### src/hw/rtl/sdf_pkg.sv
// Shared constants, types and a saturation helper of the spring damper force block.
package sdf_pkg;

    // Fraction bits of every Q value
    localparam int FRAC_BITS = 16;

    // Unit direction components lie in [-1.0, 1.0]
    localparam int DIR_W = FRAC_BITS + 2;

    // Shared multiplier: signed operands and full product
    localparam int MUL_W  = 33;
    localparam int PROD_W = 2 * MUL_W;

    // Shared square root and divide unit
    localparam int ITER_REM_W = 37;
    localparam int ITER_SH_W  = 66;
    localparam int ROOT_W     = 33;
    localparam int CNT_W      = 6;

    // Width used ahead of saturation to 32 bits
    localparam int SAT_W = 68;

    // Configuration register indexes
    localparam logic [1:0] CFG_REST_LENGTH  = 2'd0;
    localparam logic [1:0] CFG_STIFFNESS    = 2'd1;
    localparam logic [1:0] CFG_DAMPING      = 2'd2;
    localparam logic [1:0] CFG_ENABLED      = 2'd3;

    // Command to the square root and divide unit
    typedef struct packed {
        logic             start;
        logic             is_sqrt;
        logic [CNT_W-1:0] steps;
    } iter_cmd_t;

    // Saturate a wide signed value to the signed 32-bit range
    function automatic logic signed [31:0] sat32(input logic signed [SAT_W-1:0] v);
        logic signed [SAT_W-1:0] hi_lim;
        logic signed [SAT_W-1:0] lo_lim;
        hi_lim = SAT_W'(33'sh0_7FFF_FFFF);
        lo_lim = SAT_W'(33'sh1_8000_0000);
        if (v > hi_lim) begin
            return 32'sh7FFF_FFFF;
        end else if (v < lo_lim) begin
            return 32'sh8000_0000;
        end
        return v[31:0];
    endfunction

endpackage

### src/hw/rtl/sdf_mul.sv
// Shared signed multiplier with a registered product.
module sdf_mul
    import sdf_pkg::*;
(
    input  logic                     aclk,
    input  logic signed [MUL_W-1:0]  op_a,
    input  logic signed [MUL_W-1:0]  op_b,
    output logic signed [PROD_W-1:0] prod
);

    logic signed [PROD_W-1:0] prod_reg;

    // One multiply per cycle, result visible the next cycle
    always_ff @(posedge aclk) begin
        prod_reg <= PROD_W'(op_a) * PROD_W'(op_b);
    end

    assign prod = prod_reg;

endmodule

### config.mk
export PLATFORM = sky130hd
export DESIGN_NAME = sdf_mul
export DESIGN_NICKNAME = d
export VERILOG_FILES = /design/src/hw/rtl/sdf_pkg.sv /design/src/hw/rtl/sdf_mul.sv
export SDC_FILE = /design/constraint.sdc
export NUM_CORES = 2
export LEC_CHECK = 0
export ABC_CLOCK_PERIOD_IN_PS = 17600
export BUFFER_PORTS_ARGS = -buffer_cell sky130_fd_sc_hd__buf_2
export CAP_MARGIN = 20
export CORE_MARGIN = 2
export CORE_UTILIZATION = 50
export CTS_BUF_LIST = sky130_fd_sc_hd__clkbuf_8
export DETAILED_ROUTE_END_ITERATION = 7
export PLACE_DENSITY_LB_ADDON = 0.1
export SYNTH_ARGS = -nofsm -noshare
export SYNTH_HDL_FRONTEND = slang
export SYNTH_SLANG_ARGS = --single-unit
### constraint.sdc
create_clock -name aclk -period 17.6 [get_ports aclk]
set_clock_uncertainty 0.1 [all_clocks]
set_input_delay 3.52 -clock aclk [delete_from_list [all_inputs] [get_ports aclk]]
set_output_delay 3.52 -clock aclk [all_outputs]
set_load 0.02 [all_outputs]
== Word-level counts from Yosys, hierarchy flattened ==
Index checks and enable logic that the tools add are counted.

* Register bits after elaboration: 66
* Bits in latches: 0
* Bits in writable memories: 0
* Memory bits (read-only): 0
* Word-level logic and storage cells: 2
* Memories kept: 0

* $add $sub $neg: 0
* Multipliers: 1
* Divide/modulo/power cells: 0
* Order comparisons: 0
* Eq/ne operators: 0
* Shifts and indexed selects: 0
* Mux-type cells: 0
* Bitwise logic cells: 0
* Reduce and logical (&&, ||, !) cells: 0

{| class="wikitable"
|+ Operators by type and width
! operator !! count
|-
| 33-bit by 33-bit multiplier with 66-bit output || 1
|}

== Longest topological paths before layout ==
* Word-level depth: 1
* Gate-level depth with buffers: 27
* Depth with buffers taken out: 26

== Worst setup path before layout ==
OpenSTA, ideal clock, no wires.

* Kind: input to register
* From: input port op_a[32]
* To: register prod_reg[62], in the netlist prod[62]
* Setup time: 79 ps
* Data arrival time: 10,677 ps
* Data required time: 17,421 ps
* Setup slack: 6,744 ps
* Cell stages on the path: 23
* Path buffers: 2
* Cell sequence: clkbuf_1 nand2_1 inv_1 fa_1 fa_1 fa_1 fa_1 fa_1 fa_1 fa_1 inv_1 fa_1 inv_1 ha_1 clkbuf_1 and3_1 nand3_1 nand2b_1 a2111oi_4 a211oi_4 a21o_2 a21o_1 a211oi_2

* Longest elaborated chain between the ends: 1

{| class="wikitable"
|+ Ends and longest elaborated chain
! what !! line !! source
|-
| from (decl) || sdf_mul.sv:6 || <nowiki>input logic signed [MUL_W-1:0] op_a,</nowiki>
|-
| 33-bit by 33-bit multiplier with 66-bit output || sdf_mul.sv:15 || <nowiki>prod_reg <= PROD_W'(op_a) * PROD_W'(op_b);</nowiki>
|-
| to (signal assigned) || sdf_mul.sv:15 ||
|-
| to (decl) || sdf_mul.sv:11 || <nowiki>logic signed [PROD_W-1:0] prod_reg;</nowiki>
|}

Every way passes these cells.

== Final worst setup path ==
Same ends and word-level chain as after synthesis.

==> flow_metrics.py <==
metrics = {
    "place": {
        "port_buffers": 132,
        "placed_cell_area_sq_um": 42020,
        "gp_congestion": 0.9201,
        "dp.final_hpwl_mm": 90.63,
    },
    "yosys": {
        "syn_area_sq_um": 40730,
        "synth-seq-area-share_pct": 3.244,
        "syn_nets": 5767,
        "yosys.area_share.simple_pct": 15.78,
        "synth_compound_area_share_pct": 4.067,
        "syn_area_per_cell_sq_um": 9.390,
        "netlist.area_leader.share_pct": 56.27,
        "synthAdderAreaFrac_pct": 62.94,
        "synth_edf_count": 0,
        "yosys_most_used_dff": "dfxtp_1",
        "ys_ff_latch": 66,
        "synthDistinctLibCells": 80,
        "yosysWarnings": 0,
        "synth_area_leaders": "fa_1, inv_1, and2_1",
        "yosys-top-cells-count": "fa_1, inv_1, and2_1, nand2_1, ha_1",
        "synthCells": 4338,
        "synth_mux_area_share_pct": 0,
        "synthXorXnorAreaFrac_pct": 1.462,
        "yosysMostFrequentCell": "fa_1",
        "synth_top_cell_by_area": "fa_1",
        "synth_top_family_by_area": "adder cells",
        "async_reset_ff_share_pct": 0,
    },
    "layout": {
        "fin_area_sq_um": 42260,
        "nets": 5709,
        "syn_to_final_growth_pct": 3.735,
        "drive_gt1_share_pct": 4.784,
        "largest_reg_flops": 66,
    },
    "setup_path": {
        "worst_setup_path_end_kind": "register",
        "crit_arrival_ps": 11680,
        "worstPathMaxFanout": 33,
        "cp.required_ps": 17790,
        "path_class": "in -> reg",
        "setup.worst_path.end": "prod[62]",
        "startpoint_type": "input pin",
        "setup.worst_path.start": "op_a[32]",
    },
    "worst_hold_path": {
        "hold_class": "in -> reg",
    },
    "sta": {
        "fmax_mhz": 87.05,
        "fin_crit_ps": 11490,
        "rsz0062_at_grt": "no",
        "slew_violations": 0,
        "fin_tns_setup_ps": 0,
        "setup_viol": 0,
        "hold_viol_final": 0,
        "worst_pin_slew_ps": 1021,
        "fin_crit_sh_pct": 65.27,
        "relSlewSlack_pct": 31.82,
    },
    "clock_tree": {
        "clk_pin_slew_worst_paths_ps": 90,
        "cts_buffers": 9,
        "post_cts_buffers": 0,
        "post_cts_resize_count": 0,
        "clk_path_buf_depth": 2,
        "cts.sink_count": 66,
        "cts_tree": "built",
        "cts_root_buf": "clkbuf_8",
        "h-tree-depth": 3,
        "cts_hold_buf": 0,
    },
    "floorplanning": {
        "die-area_sq_um": 83770,
        "fp.dieH_microns": 289.4,
        "ioPinCount": 133,
        "core-area_sq_um": 80550,
        "num_rows": 104,
        "die_w_microns": 289.4,
        "initial_core_util_pct": 50.57,
    },
    "detailed_routing": {
        "drt_iter0_drc": 1401,
        "firstDrtPassIters": 5,
        "wirelength_mm": 110.8,
        "post_drt_wl_per_cell_microns": 20.72,
        "avgViaCountPerCell": 5.270,
        "num_vias": 28170,
        "drc": 0,
        "drtAntennaViolNets": 0,
    },
    "global_route": {
        "grtUsageTotal_pct": 28.07,
        "grt_pass1_vias": 31050,
        "grt_antenna_before_repair": 5,
        "overflow": 0,
        "grt_pass1_wl_mm": 177.2,
        "grt_max_degree": 34,
    },
    "flow_run": {
        "drv_cap": 0,
    },
    "outcome": {
        "run_status": "finished, final reports clean",
    },
}
layer usage:
layer,global-route usage [%],part of all wire (%)
met1,34.15,38
met2,51.61,54
met3,2.614,3.8
met4,10.37,4.5
met5,0,0
cells by family (layout without fill, tap and decap cells):
kind of cell	Yosys count	after routing
buffers and inverters	1352	1299
other	0	1
XOR/XNOR	68	68
AND/OR/NAND/NOR	1271	1271
flip-flops	66	66
adder cells (fa/ha/maj)	1362	1362
AO/OA/AOI/OAI	219	219
cell usage in the layout, fill, tap and decap left out, types with 8 or more instances in the layout:
cell      Yosys  final
a21oi_1      57     57
nor2_1       68     68
xor2_1       25     25
clkbuf_8      0     10
buf_4         0     20
a31oi_1       8      8
fa_1       1145   1145
xnor2_1      43     43
a21o_1       36     36
o21ai_0      25     25
dfxtp_1      66     66
buf_2        11    132
o21bai_1     11     11
ha_1        217    217
nand4_1      11     11
and2_1      562    562
nand2b_1     12     12
nand3_1      25     25
inv_1      1131   1131
nand2_1     551    551
worst max-delay path: stages:
cell       delay [ps]
buf_2             600
nand2_1           190
inv_1             180
fa_1              490
fa_1              620
fa_1              670
fa_1             1270
fa_1              580
fa_1              500
fa_1              490
inv_1              50
fa_1              480
inv_1              40
ha_1              420
and3_1            190
nand3_1           100
nand2b_1          240
a2111oi_4         340
a211oi_4           90
a21o_2            250
a21o_1            170
a211oi_2          180
final cells by class:
type	instances	area [sq um]
Fill cell	7591	38290
Antenna cell	1	2.502
Timing Repair Buffer	152	810.8
Inverter	1131	4245
Clock buffer	10	137.6
Multi-Input combinational cell	2920	34320
Tap cell	1060	1326
Sequential cell	66	1321
Clock inverter	6	95.09
worst min path at each step:
stage,to,depth (start not counted),startpoint
6_report,prod[0],2,op_b[0]
2_1_floorplan,prod[0],1,op_a[0]
4_1_cts,prod[0],2,op_b[0]
5_1_grt,prod[0],2,op_b[0]
3_3_place_gp,prod[27],1,prod[27]
3_5_place_dp,prod[38],1,prod[38]
stage by stage:
stage	hold slack (ps)	cells	utilization, %	worst slack, ps
6_report	3599	5346	52.46	6112
5_1_grt	3594	5346	52.46	5703
4_1_cts	3568	5345	52.46	6122
2_1_floorplan	3547	4338	-	6744
3_3_place_gp	3835	5329	52.17	5828
3_5_place_dp	3835	5329	52.17	5734
Power is left out: the tool's default activity adds up to more than one toggle a clock period on the data nets, which glitch-free logic cannot reach.
