`config.mk`:
```
export PLATFORM = sky130hd
export DESIGN_NAME = sdf_iter
export DESIGN_NICKNAME = d
export VERILOG_FILES = /design/src/hw/rtl/sdf_pkg.sv /design/src/hw/rtl/sdf_iter.sv
export SDC_FILE = /design/constraint.sdc
export NUM_CORES = 1
export LEC_CHECK = 0
export ABC_AREA = 1
export BUFFER_PORTS_ARGS = -buffer_cell sky130_fd_sc_hd__clkbuf_2
export CORE_UTILIZATION = 53
export DETAILED_ROUTE_END_ITERATION = 8
export HOLD_SLACK_MARGIN = 0.06
export PLACE_DENSITY = 0.9
export SLEW_MARGIN = 20
export SYNTH_ARGS = -nofsm -noshare
export SYNTH_HDL_FRONTEND = slang
export SYNTH_SLANG_ARGS = --single-unit
```
`constraint.sdc`:
```
create_clock -name aclk -period 4.32 [get_ports aclk]
set_input_delay 0.648 -clock aclk [delete_from_list [all_inputs] [get_ports aclk]]
set_output_delay 0.648 -clock aclk [all_outputs]
set_load 0.05 [all_outputs]
```
`src/hw/rtl/sdf_pkg.sv`:
```
// Shared constants, types and a saturation helper of the spring damper force block.
package sdf_pkg;

    // Fraction bits of every Q value
    localparam int FRAC_BITS = 16;

    // Unit direction components lie in [-1.0, 1.0]
    localparam int DIR_W = FRAC_BITS + 2;

    // Shared multiplier: signed operands and full product
    localparam int MUL_W  = 33;
    localparam int PROD_W = 2 * MUL_W;

    // Shared square root and divide unit
    localparam int ITER_REM_W = 37;
    localparam int ITER_SH_W  = 66;
    localparam int ROOT_W     = 33;
    localparam int CNT_W      = 6;

    // Width used ahead of saturation to 32 bits
    localparam int SAT_W = 68;

    // Configuration register indexes
    localparam logic [1:0] CFG_REST_LENGTH  = 2'd0;
    localparam logic [1:0] CFG_STIFFNESS    = 2'd1;
    localparam logic [1:0] CFG_DAMPING      = 2'd2;
    localparam logic [1:0] CFG_ENABLED      = 2'd3;

    // Command to the square root and divide unit
    typedef struct packed {
        logic             start;
        logic             is_sqrt;
        logic [CNT_W-1:0] steps;
    } iter_cmd_t;

    // Saturate a wide signed value to the signed 32-bit range
    function automatic logic signed [31:0] sat32(input logic signed [SAT_W-1:0] v);
        logic signed [SAT_W-1:0] hi_lim;
        logic signed [SAT_W-1:0] lo_lim;
        hi_lim = SAT_W'(33'sh0_7FFF_FFFF);
        lo_lim = SAT_W'(33'sh1_8000_0000);
        if (v > hi_lim) begin
            return 32'sh7FFF_FFFF;
        end else if (v < lo_lim) begin
            return 32'sh8000_0000;
        end
        return v[31:0];
    endfunction

endpackage

```
`src/hw/rtl/sdf_iter.sv`:
```
// Shared restoring square root and divide unit, one result bit per cycle.
module sdf_iter
    import sdf_pkg::*;
(
    input  logic                  aclk,
    input  logic                  aresetn,
    input  iter_cmd_t             cmd,
    input  logic [ITER_REM_W-1:0] rem_init,
    input  logic [ITER_SH_W-1:0]  sh_init,
    input  logic [ROOT_W-1:0]     den,
    output logic                  done,
    output logic [ROOT_W-1:0]     result
);

    logic [ITER_REM_W-1:0] rem_reg, rem_next;
    logic [ITER_SH_W-1:0]  sh_reg, sh_next;
    logic [ROOT_W-1:0]     acc_reg, acc_next;
    logic [ROOT_W-1:0]     den_reg;
    logic                  sqrt_reg;
    logic [CNT_W-1:0]      cnt_reg, cnt_next;
    logic                  done_reg, done_next;
    logic [ITER_REM_W-1:0] shifted;
    logic [ITER_REM_W-1:0] trial;

    // One step: bring in the next bits, compare against the trial value
    always_comb begin
        if (sqrt_reg) begin
            shifted = {rem_reg[ITER_REM_W-3:0], sh_reg[ITER_SH_W-1 -: 2]};
            trial   = ITER_REM_W'({acc_reg, 2'b01});
            sh_next = {sh_reg[ITER_SH_W-3:0], 2'b00};
        end else begin
            shifted = {rem_reg[ITER_REM_W-2:0], sh_reg[ITER_SH_W-1]};
            trial   = ITER_REM_W'(den_reg);
            sh_next = {sh_reg[ITER_SH_W-2:0], 1'b0};
        end
        if (shifted >= trial) begin
            rem_next = shifted - trial;
            acc_next = {acc_reg[ROOT_W-2:0], 1'b1};
        end else begin
            rem_next = shifted;
            acc_next = {acc_reg[ROOT_W-2:0], 1'b0};
        end
        cnt_next  = cnt_reg - CNT_W'(1);
        done_next = (cnt_reg == CNT_W'(1));
    end

    // Control: step count and completion pulse
    always_ff @(posedge aclk) begin
        if (!aresetn) begin
            cnt_reg  <= '0;
            done_reg <= 1'b0;
        end else if (cmd.start) begin
            cnt_reg  <= cmd.steps;
            done_reg <= 1'b0;
        end else if (cnt_reg != '0) begin
            cnt_reg  <= cnt_next;
            done_reg <= done_next;
        end else begin
            done_reg <= 1'b0;
        end
    end

    // Datapath registers
    always_ff @(posedge aclk) begin
        if (cmd.start) begin
            rem_reg  <= rem_init;
            sh_reg   <= sh_init;
            acc_reg  <= '0;
            den_reg  <= den;
            sqrt_reg <= cmd.is_sqrt;
        end else if (cnt_reg != '0) begin
            rem_reg <= rem_next;
            sh_reg  <= sh_next;
            acc_reg <= acc_next;
        end
    end

    assign done   = done_reg;
    assign result = acc_reg;

endmodule

```
* Yosys cells after proc, flatten, opt, wreduce, memory -nomap -nowiden *
Cells that the tools add are included.

word-level totals
  register bits after elaboration = 176
  bits in latches = 0
  memory bits (writable) = 0
  memory bits (read-only) = 0
  bits of input ports = 146
  output and inout bits = 34
  word-level logic and storage cells = 27
  memories = 0

cells by class
  $add $sub $neg = 2
  multiply operators = 0
  div/mod/pow operators = 0
  order comparisons = 1
  equal/unequal tests = 1
  shift-type cells = 0
  muxes and demuxes = 11
  bitwise gates (word level) = 2
  reductions and logical operators = 3

operator list
  kind                   number
  $mux W66               3
  $mux W36               3
  $ge A37 B35 Y1         1
  $mux W37               1
  $sub A36 B35 Y36       1
  $mux W35               1
  $mux W6                2
  $eq A6 B1 Y1 const B   1
  $reduce_bool A6 Y1     1
  $sub A6 B1 Y6 const B  1
  $reduce_or A3 Y1       1
  $not A1 Y1             2
  $reduce_bool A2 Y1     1
  $mux W1                1

* Longest topological paths before layout *
  depth in word-level cells = 5
  gate-level depth with buffers = 22
  mapped depth without buffers = 20

* Worst setup path after synthesis *
OpenSTA, ideal clock, no wires.

  path kind = input-to-reg
  start point = input port cmd[7] (netlist bit)
  end point = register rem_reg[0] (enable)
  library setup time = 506 ps
  arrival time = 4111 ps
  data required time = 3814 ps
  slack = -297 ps
  stages = 4
  buffers on the path = 2
  path through = clkbuf_1 -> nor2_1 -> clkinv_1 -> clkbuf_1

on the way
  cells in the longest elaborated chain, start to end = 1

ends and longest elaborated chain
  element                              line            text
  start, declared                      sdf_iter.sv:7   input iter_cmd_t cmd,
  $reduce_bool A2 Y1 (no source line)  n/a
  end signal, assigned                 sdf_iter.sv:66  rem_reg <= rem_init;
  end signal, assigned                 sdf_iter.sv:72  rem_reg <= rem_next;
  end, declared                        sdf_iter.sv:15  logic [ITER_REM_W-1:0] rem_reg, rem_next;

Every way passes these cells.
A chain may end at the register's enable or synchronous reset.

* Worst setup path in the final report *
  start point = register sqrt_reg
  end point = register rem_reg[32] (data pin)

on the way
  cells in the longest elaborated chain, start to end = 5
  elaborated cells between the ends (all ways) = 7
  those cells by class = 1 x add/sub; 1 x order compare; 5 x mux

ends and longest elaborated chain
  element                                                    line                            text
  start, declared                                            sdf_iter.sv:19                  logic sqrt_reg;
  start signal, assigned                                     sdf_iter.sv:70                  sqrt_reg <= cmd.is_sqrt;
  $mux W37 / $mux W35 (equally long branches)                sdf_iter.sv:27                  if (sqrt_reg) begin
  $sub A36 B35 Y36 / $ge A37 B35 Y1 (equally long branches)  sdf_iter.sv:37, sdf_iter.sv:36
  $mux W36 *                                                 sdf_iter.sv:36                  if (shifted >= trial) begin
  $mux W36 *                                                 sdf_iter.sv:71                  end else if (cnt_reg != '0) begin
  $mux W36 *                                                 sdf_iter.sv:65                  if (cmd.start) begin

Every way passes the cells marked *; elsewhere a longest branch is shown, timed or not. The select of a mux whose other input is x is not followed.

==> run_results.csv <==
group,metric,value,unit
critical_path,cpLargestDelayFamily,"simple AND/OR/NAND/NOR gates",
power,p_total,6960,uW
floorplanning,die_area,22400,sq um
critical_path,crit_path_max_incr_delay,610,ps
sta,clock_skew,12.0,ps
clock_network,root_buffer,"clkbuf_16",
hold_path,whs_path_depth,1,
clock_network,hold_buffers,0,
synthesis,syn_area,11600,sq um
critical_path,required,4500,ps
sta,setup_slack,629,ps
synthesis,synth_area_per_cell,7.27,sq um
floorplanning,dieHeight,150,microns
floorplanning,die_w,150,microns
critical_path,path_class,"flop to flop",
critical_path,crit_path_top_delay_cell,"buf_4",
drt,wirelength,29000,microns
grt,grt_pass1_vias,10200,
place,portBuffers,178,
drt,drt-initial-drc-count,792,
final_layout,final_cells,1987,
synthesis,synth_top_cell_by_area,"edfxtp_1",
hold_path,hold_path.class,"input port to flop",
power,powerDensity,539,nW/um^2
synthesis,yosys.area_share.adder,4.17,%
grt,grt_overflow_total,0,
final_layout,seqCellArea,4880,sq um
hold_path,min_from,"den[30]",
floorplanning,fp-row-count,53,
critical_path,cp-end-kind,"flop",
clock_network,cts_resized,0,
synthesis,async_flop_share,0,%
outcome,status,"finished, final reports clean",
synthesis,ys.flop_type,"edfxtp_1",
critical_path,timing.rr.start,"sqrt_reg",
drt,drtPass1Iterations,6,
final_layout,nets,1883,
drt,dr_total_vias,10400,
synthesis,synth_nets,1776,
synthesis,synth-xor-area-share,1.66,%
synthesis,ys_types,39,
sta,rsz0062_at_grt,"false",
synthesis,synth_top_family_by_area,"simple AND/OR/NAND/NOR gates",
grt,antenna_found_initial,0,
synthesis,synth.most_common_cell,"nand2_1",
sta,finalSetupTns,0,ps
final_layout,multi_input_area,5350,sq um
place,post-dp-hpwl,20900,microns
clock_network,clk_pin_slew,70,ps
floorplanning,start_util,54.5,%
power,vdd_drop_max,0.275,mV
floorplanning,coreArea,21200,sq um
synthesis,ys_top_cells_by_area,"edfxtp_1 (35%), nand2_1 (16%), dfxtp_1 (6.9%)",
critical_path,start_kind,"flop",
synthesis,netlist.area_leader.share,35.3,%
synthesis,synth_edf_count,136,
drt,drc,0,
critical_path,critical_path_buf_inv_count,3,
clock_network,ctsLongestPathBuffers,2,
power,p_leak,0.00628,uW
floorplanning,ios,180,
sta,max_freq,0.271,GHz
clock_network,post_cts_buffers,0,
synthesis,synth_compound_area_share,12.2,%
clock_network,cts_inserted_buffers,17,
run,drv_cap,0,
clock_network,htreeDepth,4,
place,globalplace.congestion,0.955,
critical_path,cp-startpoint,"sqrt_reg",
sta,slew_headroom,24.7,%
synthesis,ys_seq_area_share,42.2,%
final_layout,largest_register_ffs,66,
sta,hold_viol,0,
final_layout,area_growth,11.6,%
synthesis,yosys-top-cells-count,"nand2_1 (487), inv_1 (206), a21oi_1 (157)",
critical_path,critPathMostFrequentCell,"nand2_1",
synthesis,yosys-mux-area-fraction,0.0865,%
clock_network,cts_sinks,176,
critical_path,path_depth,18,
drt,ant_nets,0,
final_layout,n_antenna_cell,0,
place,placed_cells,1955,
synthesis,yosysWarningCount,0,
sta,whs,393,ps
sta,fin_crit_sh,85.4,%
clock_network,clock_latency,430,ps
synthesis,synth_simple_gate_area_share,28.1,%
synthesis,ys_ff_latch,176,
grt,grt_usage,26.9,%
final_layout,drive_gt1_share,15.5,%
grt,grt_pass1_wl,47900,microns
critical_path,crit_chain,"buf_12, buf_4, or2_2, ha_1, inv_1, fa_1, nand2_1, nand3_1, nand3_1, nand2_1, nand2_1, nand2_1, nand2_1, nand3_1, nand2_1, nand2_1, nand3_1, nand2_1",
synthesis,synth_cells,1592,
clock_network,cts_tree,"built",
drt,wl_per_cell,14.6,microns
sta,min_period,3690,ps
final_layout,nFillCells,1890,
critical_path,worst_r2r_path_depth,18,
sta,setup_viol_count_final,0,
sta,slew_viol_final,0,
drt,routed_via_density,5.25,
place,pre_cts_ws,681,ps
critical_path,path_max_fanout,76,
sta,tightest_slew,1130,ps
critical_path,crit_arrival,3870,ps
grt,grt_max_degree,107,
area by class of cell:
cell class	count	area share (%)
clock buffers	20	3.53
repair buffers	187	7.63
well taps	275	2.66
multi-input cells	1108	41.4
flip-flops and latches	176	37.8
inverters	209	6.09
clock inverters	12	0.842
layer usage:
metal,GRT usage [%],routed length (microns),vias to the layer above
met5,0,0,-
met4,8.03,470,0
met3,6.65,2000,36
met2,46.9,14200,334
met1,32.6,12400,4717
li1,-,-,5341
report_power, final:
part           switching (uW)  internal (uW)
combinational            1980           1110
clock                     677            829
sequential                145           2220
total                    2800           4160
cell usage in the layout, fill, tap and decap left out, drive strengths merged:
cell,synthesis,layout
nand2,491,491
inv,208,213
clkbuf,45,197
a21oi,158,158
edfxtp,136,136
nor2,128,128
nand3,104,104
o21ai,74,74
dfxtp,40,40
ha,37,37
or2,35,35
o22ai,31,31
xnor2,19,19
buf,54,10
nand3b,8,8
nor3,5,5
clkinv,1,5
nand4,4,4
xor2,3,3
o21bai,2,2
and2,2,2
o211ai,2,2
clkinvlp,0,2
mux2i,1,1
o21a,1,1
a22oi,1,1
a31oi,1,1
fa,1,1
bufinv,0,1
worst reg2reg max path, stage by stage, from the launching register on:
cell and delay [ps]:
edfxtp_1 430, buf_12 280, buf_4 680, or2_2 260, ha_1 140, inv_1 70
fa_1 440, nand2_1 120, nand3_1 90, nand3_1 90, nand2_1 110, nand2_1 80
nand2_1 140, nand2_1 160, nand3_1 90, nand2_1 70, nand2_1 50, nand3_1 70
nand2_1 60
logic make-up after synthesis:
| kind of cell | count (synthesis) |
|---|---|
| xor gates and xnor gates | 22 |
| buffers and inverters | 308 |
| and+or+nand+nor | 777 |
| adders and majority gates | 38 |
| DFF | 176 |
| AOI/OAI and AO/OA | 270 |
| muxes | 1 |
metrics by stage:
step,util [%],area [sq um]
after CTS,60.9,12900
after global routing,60.9,12900
after detailed placement,58.2,12400
final,60.9,12900
after global placement,58.2,12400
after floorplan,-,11600
final timing paths:
path	endpoint	slack (ps)
setup / recovery	rem_reg[32]	630
hold / removal	den_reg[30]	390
setup reg to reg	rem_reg[32]	630
hold reg to reg	cnt_reg[1]	490
Power figures use the tool's default switching activity.
